[src/design/sha1bs_pkg.sv]
`default_nettype none
package sha1bs_pkg;

  localparam int QUEUE_DEPTH = 4;
  localparam int ROUNDS = 80;
  localparam logic [7:0] PAD_MARK = 8'h80;
  localparam logic [5:0] LEN_POS = 6'd56;

  typedef enum logic [1:0] {
    OP_BYTE     = 2'd0,
    OP_BYTE_END = 2'd1,
    OP_END      = 2'd2
  } op_t;

  typedef struct packed {
    op_t        op;
    logic [7:0] data;
  } entry_t;

  typedef struct packed {
    logic   push;
    entry_t entry;
  } queue_wr_t;

  typedef struct packed {
    logic   avail;
    entry_t entry;
  } queue_rd_t;

  function automatic logic [31:0] iv_word(input logic [2:0] idx);
    logic [31:0] v;
    case (idx)
      3'd0:    v = 32'h67452301;
      3'd1:    v = 32'hEFCDAB89;
      3'd2:    v = 32'h98BADCFE;
      3'd3:    v = 32'h10325476;
      default: v = 32'hC3D2E1F0;
    endcase
    return v;
  endfunction

  function automatic logic [31:0] round_const(input logic [6:0] t);
    logic [31:0] k;
    if (t < 7'd20)      k = 32'h5A827999;
    else if (t < 7'd40) k = 32'h6ED9EBA1;
    else if (t < 7'd60) k = 32'h8F1BBCDC;
    else                k = 32'hCA62C1D6;
    return k;
  endfunction

  function automatic logic [31:0] round_fn(input logic [6:0] t, input logic [31:0] b,
                                           input logic [31:0] c, input logic [31:0] d);
    logic [31:0] f;
    if (t < 7'd20)                     f = (b & c) | (~b & d);
    else if (t >= 7'd40 && t < 7'd60)  f = (b & c) | (b & d) | (c & d);
    else                               f = b ^ c ^ d;
    return f;
  endfunction

endpackage
`default_nettype wire

[src/design/sha1bs_front.sv]
`default_nettype none
module sha1bs_front (
  input  wire logic                   in_valid,
  output logic                        in_stall,
  input  wire logic [7:0]             data_byte,
  input  wire logic                   has_byte,
  input  wire logic                   end_of_message,
  input  wire logic                   full,
  output sha1bs_pkg::queue_wr_t       wr
);

  sha1bs_pkg::op_t op;

  always_comb begin
    unique case ({has_byte, end_of_message})
      2'b11:   op = sha1bs_pkg::OP_BYTE_END;
      2'b01:   op = sha1bs_pkg::OP_END;
      default: op = sha1bs_pkg::OP_BYTE;
    endcase
  end

  assign in_stall       = full;
  // drop items that carry neither a byte nor the end mark
  assign wr.push        = in_valid && !full && (has_byte || end_of_message);
  assign wr.entry.op    = op;
  assign wr.entry.data  = data_byte;

endmodule
`default_nettype wire

[src/design/sha1bs_queue.sv]
`default_nettype none
module sha1bs_queue #(
  parameter int DEPTH = sha1bs_pkg::QUEUE_DEPTH
) (
  input  wire logic                   clk,
  input  wire logic                   rst,
  input  wire sha1bs_pkg::queue_wr_t  wr,
  output logic                        full,
  output sha1bs_pkg::queue_rd_t       rd,
  input  wire logic                   pop
);

  localparam int PTR_W = $clog2(DEPTH);
  localparam int CNT_W = $clog2(DEPTH + 1);

  sha1bs_pkg::entry_t mem [DEPTH];
  logic [PTR_W-1:0] wptr;
  logic [PTR_W-1:0] rptr;
  logic [CNT_W-1:0] count;
  logic             do_pop;

  assign full     = count == CNT_W'(DEPTH);
  assign rd.avail = count != '0;
  assign rd.entry = mem[rptr];
  assign do_pop   = pop && rd.avail;

  always_ff @(posedge clk) begin
    if (wr.push) begin
      mem[wptr] <= wr.entry;
    end
  end

  always_ff @(posedge clk) begin
    if (rst) begin
      wptr  <= '0;
      rptr  <= '0;
      count <= '0;
    end else begin
      if (wr.push) begin
        wptr <= (wptr == PTR_W'(DEPTH - 1)) ? '0 : wptr + 1'b1;
      end
      if (do_pop) begin
        rptr <= (rptr == PTR_W'(DEPTH - 1)) ? '0 : rptr + 1'b1;
      end
      count <= count + CNT_W'(wr.push) - CNT_W'(do_pop);
    end
  end

endmodule
`default_nettype wire

[src/design/sha1bs_core.sv]
`default_nettype none
module sha1bs_core (
  input  wire logic                   clk,
  input  wire logic                   rst,
  input  wire sha1bs_pkg::queue_rd_t  rd,
  output logic                        pop,
  output logic                        out_valid,
  input  wire logic                   out_stall,
  output logic [31:0]                 digest_word,
  output logic [2:0]                  word_index,
  output logic                        last_word
);

  typedef enum logic [6:0] {
    S_IDLE     = 7'b0000001,
    S_PAD_MARK = 7'b0000010,
    S_PAD_ZERO = 7'b0000100,
    S_PAD_LEN  = 7'b0001000,
    S_ROUND    = 7'b0010000,
    S_FOLD     = 7'b0100000,
    S_EMIT     = 7'b1000000
  } state_t;

  localparam logic [6:0] LAST_ROUND = 7'(sha1bs_pkg::ROUNDS - 1);

  state_t       state;
  state_t       ret;
  state_t       after_put;
  logic [31:0]  chain [5];
  logic [31:0]  a, b, c, d, e;
  logic [511:0] sched;
  logic [63:0]  len;
  logic [5:0]   fill_pos;
  logic [6:0]   rnd;
  logic [2:0]   widx;

  logic         put;
  logic [7:0]   put_data;
  logic [31:0]  w0;
  logic [31:0]  wx;
  logic [31:0]  w_new;
  logic [31:0]  tmp;
  logic         out_take;

  assign w0    = sched[511:480];
  assign wx    = sched[95:64] ^ sched[255:224] ^ sched[447:416] ^ w0;
  assign w_new = {wx[30:0], wx[31]};
  assign tmp   = {a[26:0], a[31:27]} + sha1bs_pkg::round_fn(rnd, b, c, d) + e
               + sha1bs_pkg::round_const(rnd) + w0;

  assign pop      = (state == S_IDLE) && rd.avail;
  assign out_valid = state == S_EMIT;
  assign out_take  = out_valid && !out_stall;
  assign word_index = widx;
  assign last_word  = widx == 3'd4;

  always_comb begin
    case (widx)
      3'd0:    digest_word = chain[0];
      3'd1:    digest_word = chain[1];
      3'd2:    digest_word = chain[2];
      3'd3:    digest_word = chain[3];
      default: digest_word = chain[4];
    endcase
  end

  always_comb begin
    put       = 1'b0;
    put_data  = rd.entry.data;
    after_put = S_IDLE;
    unique case (state)
      S_IDLE: begin
        put       = rd.avail && (rd.entry.op != sha1bs_pkg::OP_END);
        after_put = (rd.entry.op == sha1bs_pkg::OP_BYTE) ? S_IDLE : S_PAD_MARK;
      end
      S_PAD_MARK: begin
        put       = 1'b1;
        put_data  = sha1bs_pkg::PAD_MARK;
        after_put = S_PAD_ZERO;
      end
      S_PAD_ZERO: begin
        put       = fill_pos != sha1bs_pkg::LEN_POS;
        put_data  = 8'h00;
        after_put = S_PAD_ZERO;
      end
      S_PAD_LEN: begin
        put       = 1'b1;
        put_data  = len[63:56];
        after_put = S_PAD_LEN;
      end
      default: begin
        put       = 1'b0;
      end
    endcase
  end

  always_ff @(posedge clk) begin
    if (put) begin
      sched <= {sched[503:0], put_data};
    end else if (state == S_ROUND) begin
      sched <= {sched[479:0], w_new};
    end
    if (put && (&fill_pos)) begin
      a <= chain[0];
      b <= chain[1];
      c <= chain[2];
      d <= chain[3];
      e <= chain[4];
    end else if (state == S_ROUND) begin
      e <= d;
      d <= c;
      c <= {b[1:0], b[31:2]};
      b <= a;
      a <= tmp;
    end
  end

  always_ff @(posedge clk) begin
    if (rst) begin
      state    <= S_IDLE;
      ret      <= S_IDLE;
      len      <= '0;
      fill_pos <= '0;
      rnd      <= '0;
      widx     <= '0;
      for (int i = 0; i < 5; i++) begin
        chain[i] <= sha1bs_pkg::iv_word(3'(i));
      end
    end else begin
      if (put) begin
        fill_pos <= fill_pos + 1'b1;
        if (&fill_pos) begin
          state <= S_ROUND;
          rnd   <= '0;
          ret   <= (state == S_PAD_LEN) ? S_EMIT : after_put;
        end else begin
          state <= after_put;
        end
      end
      unique case (state)
        S_IDLE: begin
          if (rd.avail && rd.entry.op == sha1bs_pkg::OP_END) begin
            state <= S_PAD_MARK;
          end
          if (put) begin
            len <= len + 64'd8;
          end
        end
        S_PAD_MARK: begin
        end
        S_PAD_ZERO: begin
          if (!put) begin
            state   <= S_PAD_LEN;
          end
        end
        S_PAD_LEN: begin
          // shift out the length; it ends at zero, ready for the next message
          len     <= {len[55:0], 8'h00};
        end
        S_ROUND: begin
          rnd <= rnd + 1'b1;
          if (rnd == LAST_ROUND) begin
            state <= S_FOLD;
          end
        end
        S_FOLD: begin
          chain[0] <= chain[0] + a;
          chain[1] <= chain[1] + b;
          chain[2] <= chain[2] + c;
          chain[3] <= chain[3] + d;
          chain[4] <= chain[4] + e;
          rnd      <= '0;
          state    <= ret;
        end
        S_EMIT: begin
          if (out_take) begin
            if (last_word) begin
              widx  <= '0;
              state <= S_IDLE;
              for (int i = 0; i < 5; i++) begin
                chain[i] <= sha1bs_pkg::iv_word(3'(i));
              end
            end else begin
              widx <= widx + 1'b1;
            end
          end
        end
        default: begin
          state <= S_IDLE;
        end
      endcase
    end
  end

endmodule
`default_nettype wire

[src/design/sha1_byte_stream_hasher_top.sv]
// SHA-1 hasher fed one byte per request; end_of_message closes the message (with or
// without a byte) and the five digest words follow as five requests, h0 first. Requests
// enter a four-entry queue at up to one per cycle while it is not full, and the hash
// engine drains it one byte per cycle while in its idle state; each full 64-byte block
// then passes through 80 rounds of the single round unit and a fold step. An end
// request without a byte adds no byte to the block. Padding is then written one byte per
// cycle, apart from any compression: the 0x80 mark, 0 to 63 zero bytes, a step that
// switches to the length, and the eight length bytes. The compression of the last block
// follows. When the mark lands at byte 56 or later, the block is also compressed after
// byte 63, and 56 zero bytes follow before the length. The digest words then leave one
// per cycle while the output is not stalled.
`default_nettype none
module sha1_byte_stream_hasher_top #(
  parameter int QUEUE_DEPTH = sha1bs_pkg::QUEUE_DEPTH
) (
  input  wire logic        clk,
  input  wire logic        rst,
  input  wire logic        in_valid,
  output logic             in_stall,
  input  wire logic [7:0]  data_byte,
  input  wire logic        has_byte,
  input  wire logic        end_of_message,
  output logic             out_valid,
  input  wire logic        out_stall,
  output logic [31:0]      digest_word,
  output logic [2:0]       word_index,
  output logic             last_word
);

  sha1bs_pkg::queue_wr_t wr;
  sha1bs_pkg::queue_rd_t rd;
  logic                  full;
  logic                  pop;

  sha1bs_front u_front (
    .in_valid       (in_valid),
    .in_stall       (in_stall),
    .data_byte      (data_byte),
    .has_byte       (has_byte),
    .end_of_message (end_of_message),
    .full           (full),
    .wr             (wr)
  );

  sha1bs_queue #(
    .DEPTH (QUEUE_DEPTH)
  ) u_queue (
    .clk  (clk),
    .rst  (rst),
    .wr   (wr),
    .full (full),
    .rd   (rd),
    .pop  (pop)
  );

  sha1bs_core u_core (
    .clk         (clk),
    .rst         (rst),
    .rd          (rd),
    .pop         (pop),
    .out_valid   (out_valid),
    .out_stall   (out_stall),
    .digest_word (digest_word),
    .word_index  (word_index),
    .last_word   (last_word)
  );

endmodule
`default_nettype wire

[config.mk]
export PLATFORM = sky130hd
export DESIGN_NAME = sha1_byte_stream_hasher_top
export DESIGN_NICKNAME = d
export VERILOG_FILES = /design/src/design/sha1bs_pkg.sv /design/src/design/sha1bs_front.sv /design/src/design/sha1bs_queue.sv /design/src/design/sha1bs_core.sv /design/src/design/sha1_byte_stream_hasher_top.sv
export SDC_FILE = /design/constraint.sdc
export NUM_CORES = 2
export LEC_CHECK = 0
export BUFFER_PORTS_ARGS = -buffer_cell sky130_fd_sc_hd__buf_2
export CAP_MARGIN = 20
export CORE_MARGIN = 2
export CORE_UTILIZATION = 65
export CTS_BUF_LIST = sky130_fd_sc_hd__clkbuf_8
export DETAILED_ROUTE_END_ITERATION = 8
export PLACE_DENSITY = 0.81
export SLEW_MARGIN = 20
export SYNTH_ARGS = -nofsm -noshare
export SYNTH_HDL_FRONTEND = slang
export SYNTH_SLANG_ARGS = --single-unit
[constraint.sdc]
create_clock -name clk -period 19.2 [get_ports clk]
set_input_delay 3.84 -clock clk [delete_from_list [all_inputs] [get_ports clk]]
set_output_delay 3.84 -clock clk [all_outputs]
set_load 0.005 [all_outputs]
Yosys cells after proc, flatten, opt, wreduce, memory -nomap -nowiden

Memories as Yosys holds them, arrays and structs flattened. A register that Yosys moved wholly into a read port is not among the register bits.
Index checks and enable logic that the tools add are counted.

Output and inout port bits: 38
Input port bits: 14
Register bits: 773
RAM bits: 200
Memories: 2

Memories:

| memory       | depth | width | read ports | clocked after memory_dff | write ports | RTL line           | text |
|---|---|---|---|---|---|---|---|
| u_core.chain | 5     | 32    | 5          | 0                        | 5           | sha1bs_core.sv:29  | `logic [31:0] chain [5];` |
| u_queue.mem  | 4     | 10    | 1          | 1                        | 1           | sha1bs_queue.sv:16 | `sha1bs_pkg::entry_t mem [DEPTH];` |

Multiplexer cells: 89
Equal/unequal tests: 21
$add $sub $neg: 17
Reduce and logical (&&, ||, !) cells: 27
Order comparisons: 4
Bitwise logic cells: 23

Operators by type and width:

| cell                                                | number |
|---|---|
| 2-to-1 mux 32 bit                                   | 49 |
| 2-to-1 mux 512 bit                                  | 2 |
| adder 32 bit                                        | 9 |
| XOR 32 bit                                          | 5 |
| AND 32 bit                                          | 4 |
| one-hot mux 32 bit (4 select lines)                 | 1 |
| one-hot mux 64 bit (2 select lines)                 | 1 |
| bitwise OR 32 bit                                   | 3 |
| 2-to-1 mux 7 bit                                    | 10 |
| adder 64 x 4 -> 64 bit (second input constant)      | 1 |
| 2-to-1 mux 64 bit                                   | 1 |
| one-hot mux 7 bit (6 select lines)                  | 1 |
| NOT 32 bit                                          | 1 |
| 2-to-1 mux 31 bit                                   | 1 |
| one-hot mux 8 bit (3 select lines)                  | 1 |
| one-hot mux 7 bit (3 select lines)                  | 1 |
| equality test 7 bit (second input constant)         | 2 |
| < comparator 7 x 6 -> 1 bit (second input constant) | 2 |
| one-hot mux 7 bit (2 select lines)                  | 1 |
| 2-to-1 mux 1 bit                                    | 12 |
| 2-to-1 mux 2 bit                                    | 5 |
| bitwise OR 1 bit                                    | 10 |
| logical AND 1 bit                                   | 9 |
| nonzero test 3 bit                                  | 3 |
| other kinds (34)                                    | 46 |

Longest topological paths before layout

Depth after elaboration: 11
Depth in mapped cells: 26
Depth with buffers taken out: 24

Modules after synthesis

Synthesis repeated with hierarchy kept, for this count alone.

Cells, all modules: 5782
Area, all modules: 55391.9 um^2

Modules (own cells, without submodules):

| module       | area each (um^2) | cells each | seq. area each (um^2) | times used |
|---|---|---|---|---|
| sha1bs_core  | 53348.7          | 5671       | 26765.7               | 1 |
| sha1bs_queue | 1943.1           | 98         | 1381.3                | 1 |
| sha1bs_front | 100.1            | 13         | 0.0                   | 1 |

Worst setup path after synthesis

Ideal clock, no wire load.

Kind: reg2reg
From: register (tool-made name)
To: register u_core.sched[0], enable pin
Slack: 4.990 ns
Setup time: 3.664 ns
Cell stages (with the launch flop): 11
Arrival time: 10.546 ns
Path buffers: 5
Cells stage by stage: dfxtp_1 -> buf_2 -> mux4_2 -> nand2b_1 -> nand2_1 -> buf_2 -> and2_1 -> buf_2 -> clkbuf_1 -> buf_2 -> nand2_1

RTL lines:

| element                | RTL line           | text |
|---|---|---|
| end signal: assignment | sha1bs_core.sv:99  | `sched <= {sched[503:0], put_data};` |
| end signal: assignment | sha1bs_core.sv:101 | `sched <= {sched[479:0], w_new};` |
| end: declaration       | sha1bs_core.sv:31  | `logic [511:0] sched;` |

Final worst setup path

From: register u_core.widx[0] (netlist: u_core.word_index[0])
To: output digest_word[10]

Cells in the longest elaborated chain, start to end: 2
Elaborated cells between the ends (all ways): 5
Classes of those cells: eq/ne (3); mux (1); reduce/logical (1)

RTL lines:

| element                                              | RTL line                          | text |
|---|---|---|
| start: declaration                                   | sha1bs_core.sv:35                 | `logic [2:0] widx;` |
| start signal: assignment                             | sha1bs_core.sv:184                | `widx <= widx + 1'b1;` |
| equality test 3 x 2 -> 1 bit (tied with other cells) | sha1bs_core.sv:58                 | `case (widx)` |
| one-hot mux 32 bit (4 select lines) (*)              | sha1bs_core.sv:58                 |  |
| end: declaration                                     | sha1_byte_stream_hasher_top.sv:25 | `output logic [31:0] digest_word,` |

Every way passes the cells marked *; elsewhere a longest branch is shown, timed or not.

==> impl_metrics.yaml <==
run_status:
  status: "finished, final reports clean"
pwr:
  p_sw_mw: 4.18
  power_frac_seq_pct: 41.2
  combPwrFrac_pct: 41.7
  leakagePower_nw: 24.3
  power_frac_clock_pct: 17.1
  power_density_nw_per_um2: 174
  ir_drop_v: 0.000448
  swShare_pct: 40.9
  cell_internal_pwr_mw: 6.04
detailed_routing:
  drt-total-wl_um: 136000
  wl_per_cell_um: 19.8
  antenna_left: 0
  num_vias: 41300
  drt_first_pass_iters: 8
  route.detailed.drc: 0
  viasPerCell: 6.02
  dr.first_iter.drc_count: 4699
clock_tree:
  cts_max_level: 4
  clk_latency_ps: 860
  post_cts_resize_count: 0
  cts_root_buf: "clkbuf_8"
  post_cts_buffers: 0
  path_clk_slew_ps: 60
  cts-buffers-inserted: 164
  hold_buffers: 0
  cts_tree: "built"
  clockBufferDepth: 3
  cts.sinks: 970
global_routing:
  grt_max_degree: 262
  grt_pass1_vias: 39800
  grt_pass1_wl_um: 213000
  antenna_found_initial: 1
  grt_usage_pct: 31.6
  grt_overflow_total: 0
sta:
  setup-tns-final_ps: 0
  finalCritPeriodShare_pct: 39.7
  setup_viol: 0
  tightest_slew_ps: 1090
  min_period_ps: 7620
  rsz0062_at_grt: "no"
  fmax_ghz: 0.131
  skew_ps: 49.4
  slew_headroom_pct: 27.2
  drv_slew: 0
  final_hold_viol_count: 0
cells_and_area:
  final_area_um2: 58800
  drive_above_1_share_pct: 5.74
  area_growth_pct: 7.42
  nNetsFinal: 6024
  fin_cells: 6862
die:
  start_util_pct: 65.5
  die_area_um2: 86500
  rows: 106
  die_h_um: 294
  design.core.area_um2: 83600
  die_w_um: 294
  io_pins: 52
synth:
  synth_top_area_cell: "edfxtp_1"
  syn_avg_cell_area_um2: 9.71
  synth_nets: 6011
  netlist_instances: 5636
  syn_area_um2: 54700
  yosysSeqAreaShare_pct: 51.4
  synth_cell_types: 79
  ys.warnings.count: 0
  synthArstFlopShare_pct: 0
  synth_edf_count: 872
  yosys_register_bits: 970
  synth_ff_type: "edfxtp_1"
  synth.area.top_cells: "edfxtp_1 48%, nand2_1 14%, ha_1 5.4%"
  yosysTopAreaCellShare_pct: 47.8
placement:
  portBuffers: 51
  place_inst: 6562
  place_area_um2: 55700
  post-dp-hpwl_um: 93700
  gp_congestion: 0.986
critical_path:
  arrival_ps: 3780
  crit_type: "reg2out"
  cp-end-kind: "output pin"
  crit_path_start_kind: "register"
  crit_required_ps: 15360
  path_max_fanout: 54
run:
  maxCapViolCount: 0
min_path:
  hold_class: "reg2reg"
-- area by class of cell --
type	instances	area [µm²]
Clock buffer	173	2380
Timing Repair Buffer	85	568
Sequential cell	970	28100
Clock inverter	124	659
Fill cell	6072	24800
Multi-Input combinational cell	4216	24900
Antenna cell	2	5.00
Inverter	212	796
Tap cell	1080	1350
-- logic make-up (layout without fill, tap and decap cells) --
group	count (synthesis)	in the layout	share of synthesized area (%)
and+or+nand+nor	2701	2701	20.1
DFF	970	970	51.4
AOI/OAI and AO/OA	839	839	9.94
buffers and inverters	450	594	3.24
adders and majority gates	361	361	9.97
xor gates and xnor gates	294	294	4.71
muxes	21	21	0.613
other	0	2	0
-- path summary, 6_finish.rpt --
kind                                                    to  slack [ps]  depth (start not counted)                              start
worst max-delay path                       digest_word[10]       11580                          8  u_core.word_index[0]$_SDFFE_PP0P_
worst min-delay path            u_core.state[0]$_SDFF_PP1_         470                          1         u_core.ret[0]$_SDFFE_PP1P_
worst max register to register      u_core.a[30]$_DFFE_PP_       11990                         24         u_core.rnd[4]$_SDFFE_PP0P_
worst min register to register  u_core.state[0]$_SDFF_PP1_         470                          1         u_core.ret[0]$_SDFFE_PP1P_
-- synthesized netlist by cell type, types with 14 or more instances --
cell	number
edfxtp_1	872
o31ai_1	14
clkbuf_1	149
dfxtp_1	98
o21bai_1	16
o21a_1	26
a21oi_1	174
o211ai_1	14
xor2_1	108
fa_1	125
nor4_1	15
a211oi_1	62
nand2_1	2005
nand4_1	27
and2_1	19
o21ai_0	211
nand2b_1	37
a22oi_1	68
ha_1	236
o32ai_1	20
nor2_1	344
nand3_1	54
a31oi_1	50
a21o_1	78
inv_1	211
and3_1	31
nor3_1	49
buf_2	61
or3_1	17
buf_1	26
nor2b_1	53
xnor2_1	186
-- metrics by stage --
step                      hold slack (ps)  utilization (%)  worst slack [ps]  power, mW
after floorplan                       427                -              4990       7.67
after global placement                439             66.7             12130       8.34
after detailed placement              445             66.7             12010       8.48
after CTS                             463             70.3             11550       10.3
after global routing                  501             70.4             11450       11.0
final                                 465             70.4             11580       10.2
-- placed cells by master (no fill, tap or decap), drive strengths merged, types with 54 or more instances in the layout --
master and instances:
nor2 346, dfxtp 98, xnor2 186, ha 236
inv 281, edfxtp 872, a22oi 68, nand2 2006
buf 85, nand3 54, o21ai 211, clkbuf 173
xor2 108, a21oi 174, a211oi 62, fa 125
a21o 78
-- per-layer routing --
metal,wire length [µm],GRT usage (%)
met5,0,0
met4,5280,13.3
met3,13000,6.22
met1,55000,43.3
met2,63000,49.6
-- sequential cells by signal, summed over array words and instances, names as in the netlist, named ones only --
| register | cells |
|---|---|
| u_core.b | 32 |
| u_core.sched | 512 |
| u_queue.rptr | 2 |
| u_queue.mem | 40 |
| u_core.rnd | 7 |
| u_core.fill_pos | 6 |
| u_core.len | 61 |
| u_core.word_index | 3 |
| u_core.state | 7 |
| u_core.chain | 160 |
| u_core.a | 32 |
| u_core.c | 32 |
| u_core.e | 32 |
| u_queue.wptr | 2 |
| u_queue.count | 3 |
| u_core.d | 32 |
| u_core.ret | 5 |
-- worst max-delay path: stages, from the launching register on --
cell and delay [ps]:
dfxtp_1 420, inv_1 90, ha_1 220, nor2b_2 150
buf_4 250, or4_2 810, buf_4 370, a31oi_1 410
buf_2 200
-- power groups by stage --
stage                     combinational [mW]  clock [mW]  sequential [mW]
final                                   4.26        1.75             4.22
after global placement                  4.11           0             4.23
after CTS                               4.27        1.77             4.22
after detailed placement                4.23           0             4.25
after global routing                    4.86        1.86             4.30
after floorplan                         3.28           0             4.39
(Power assumes the default switching activity.)
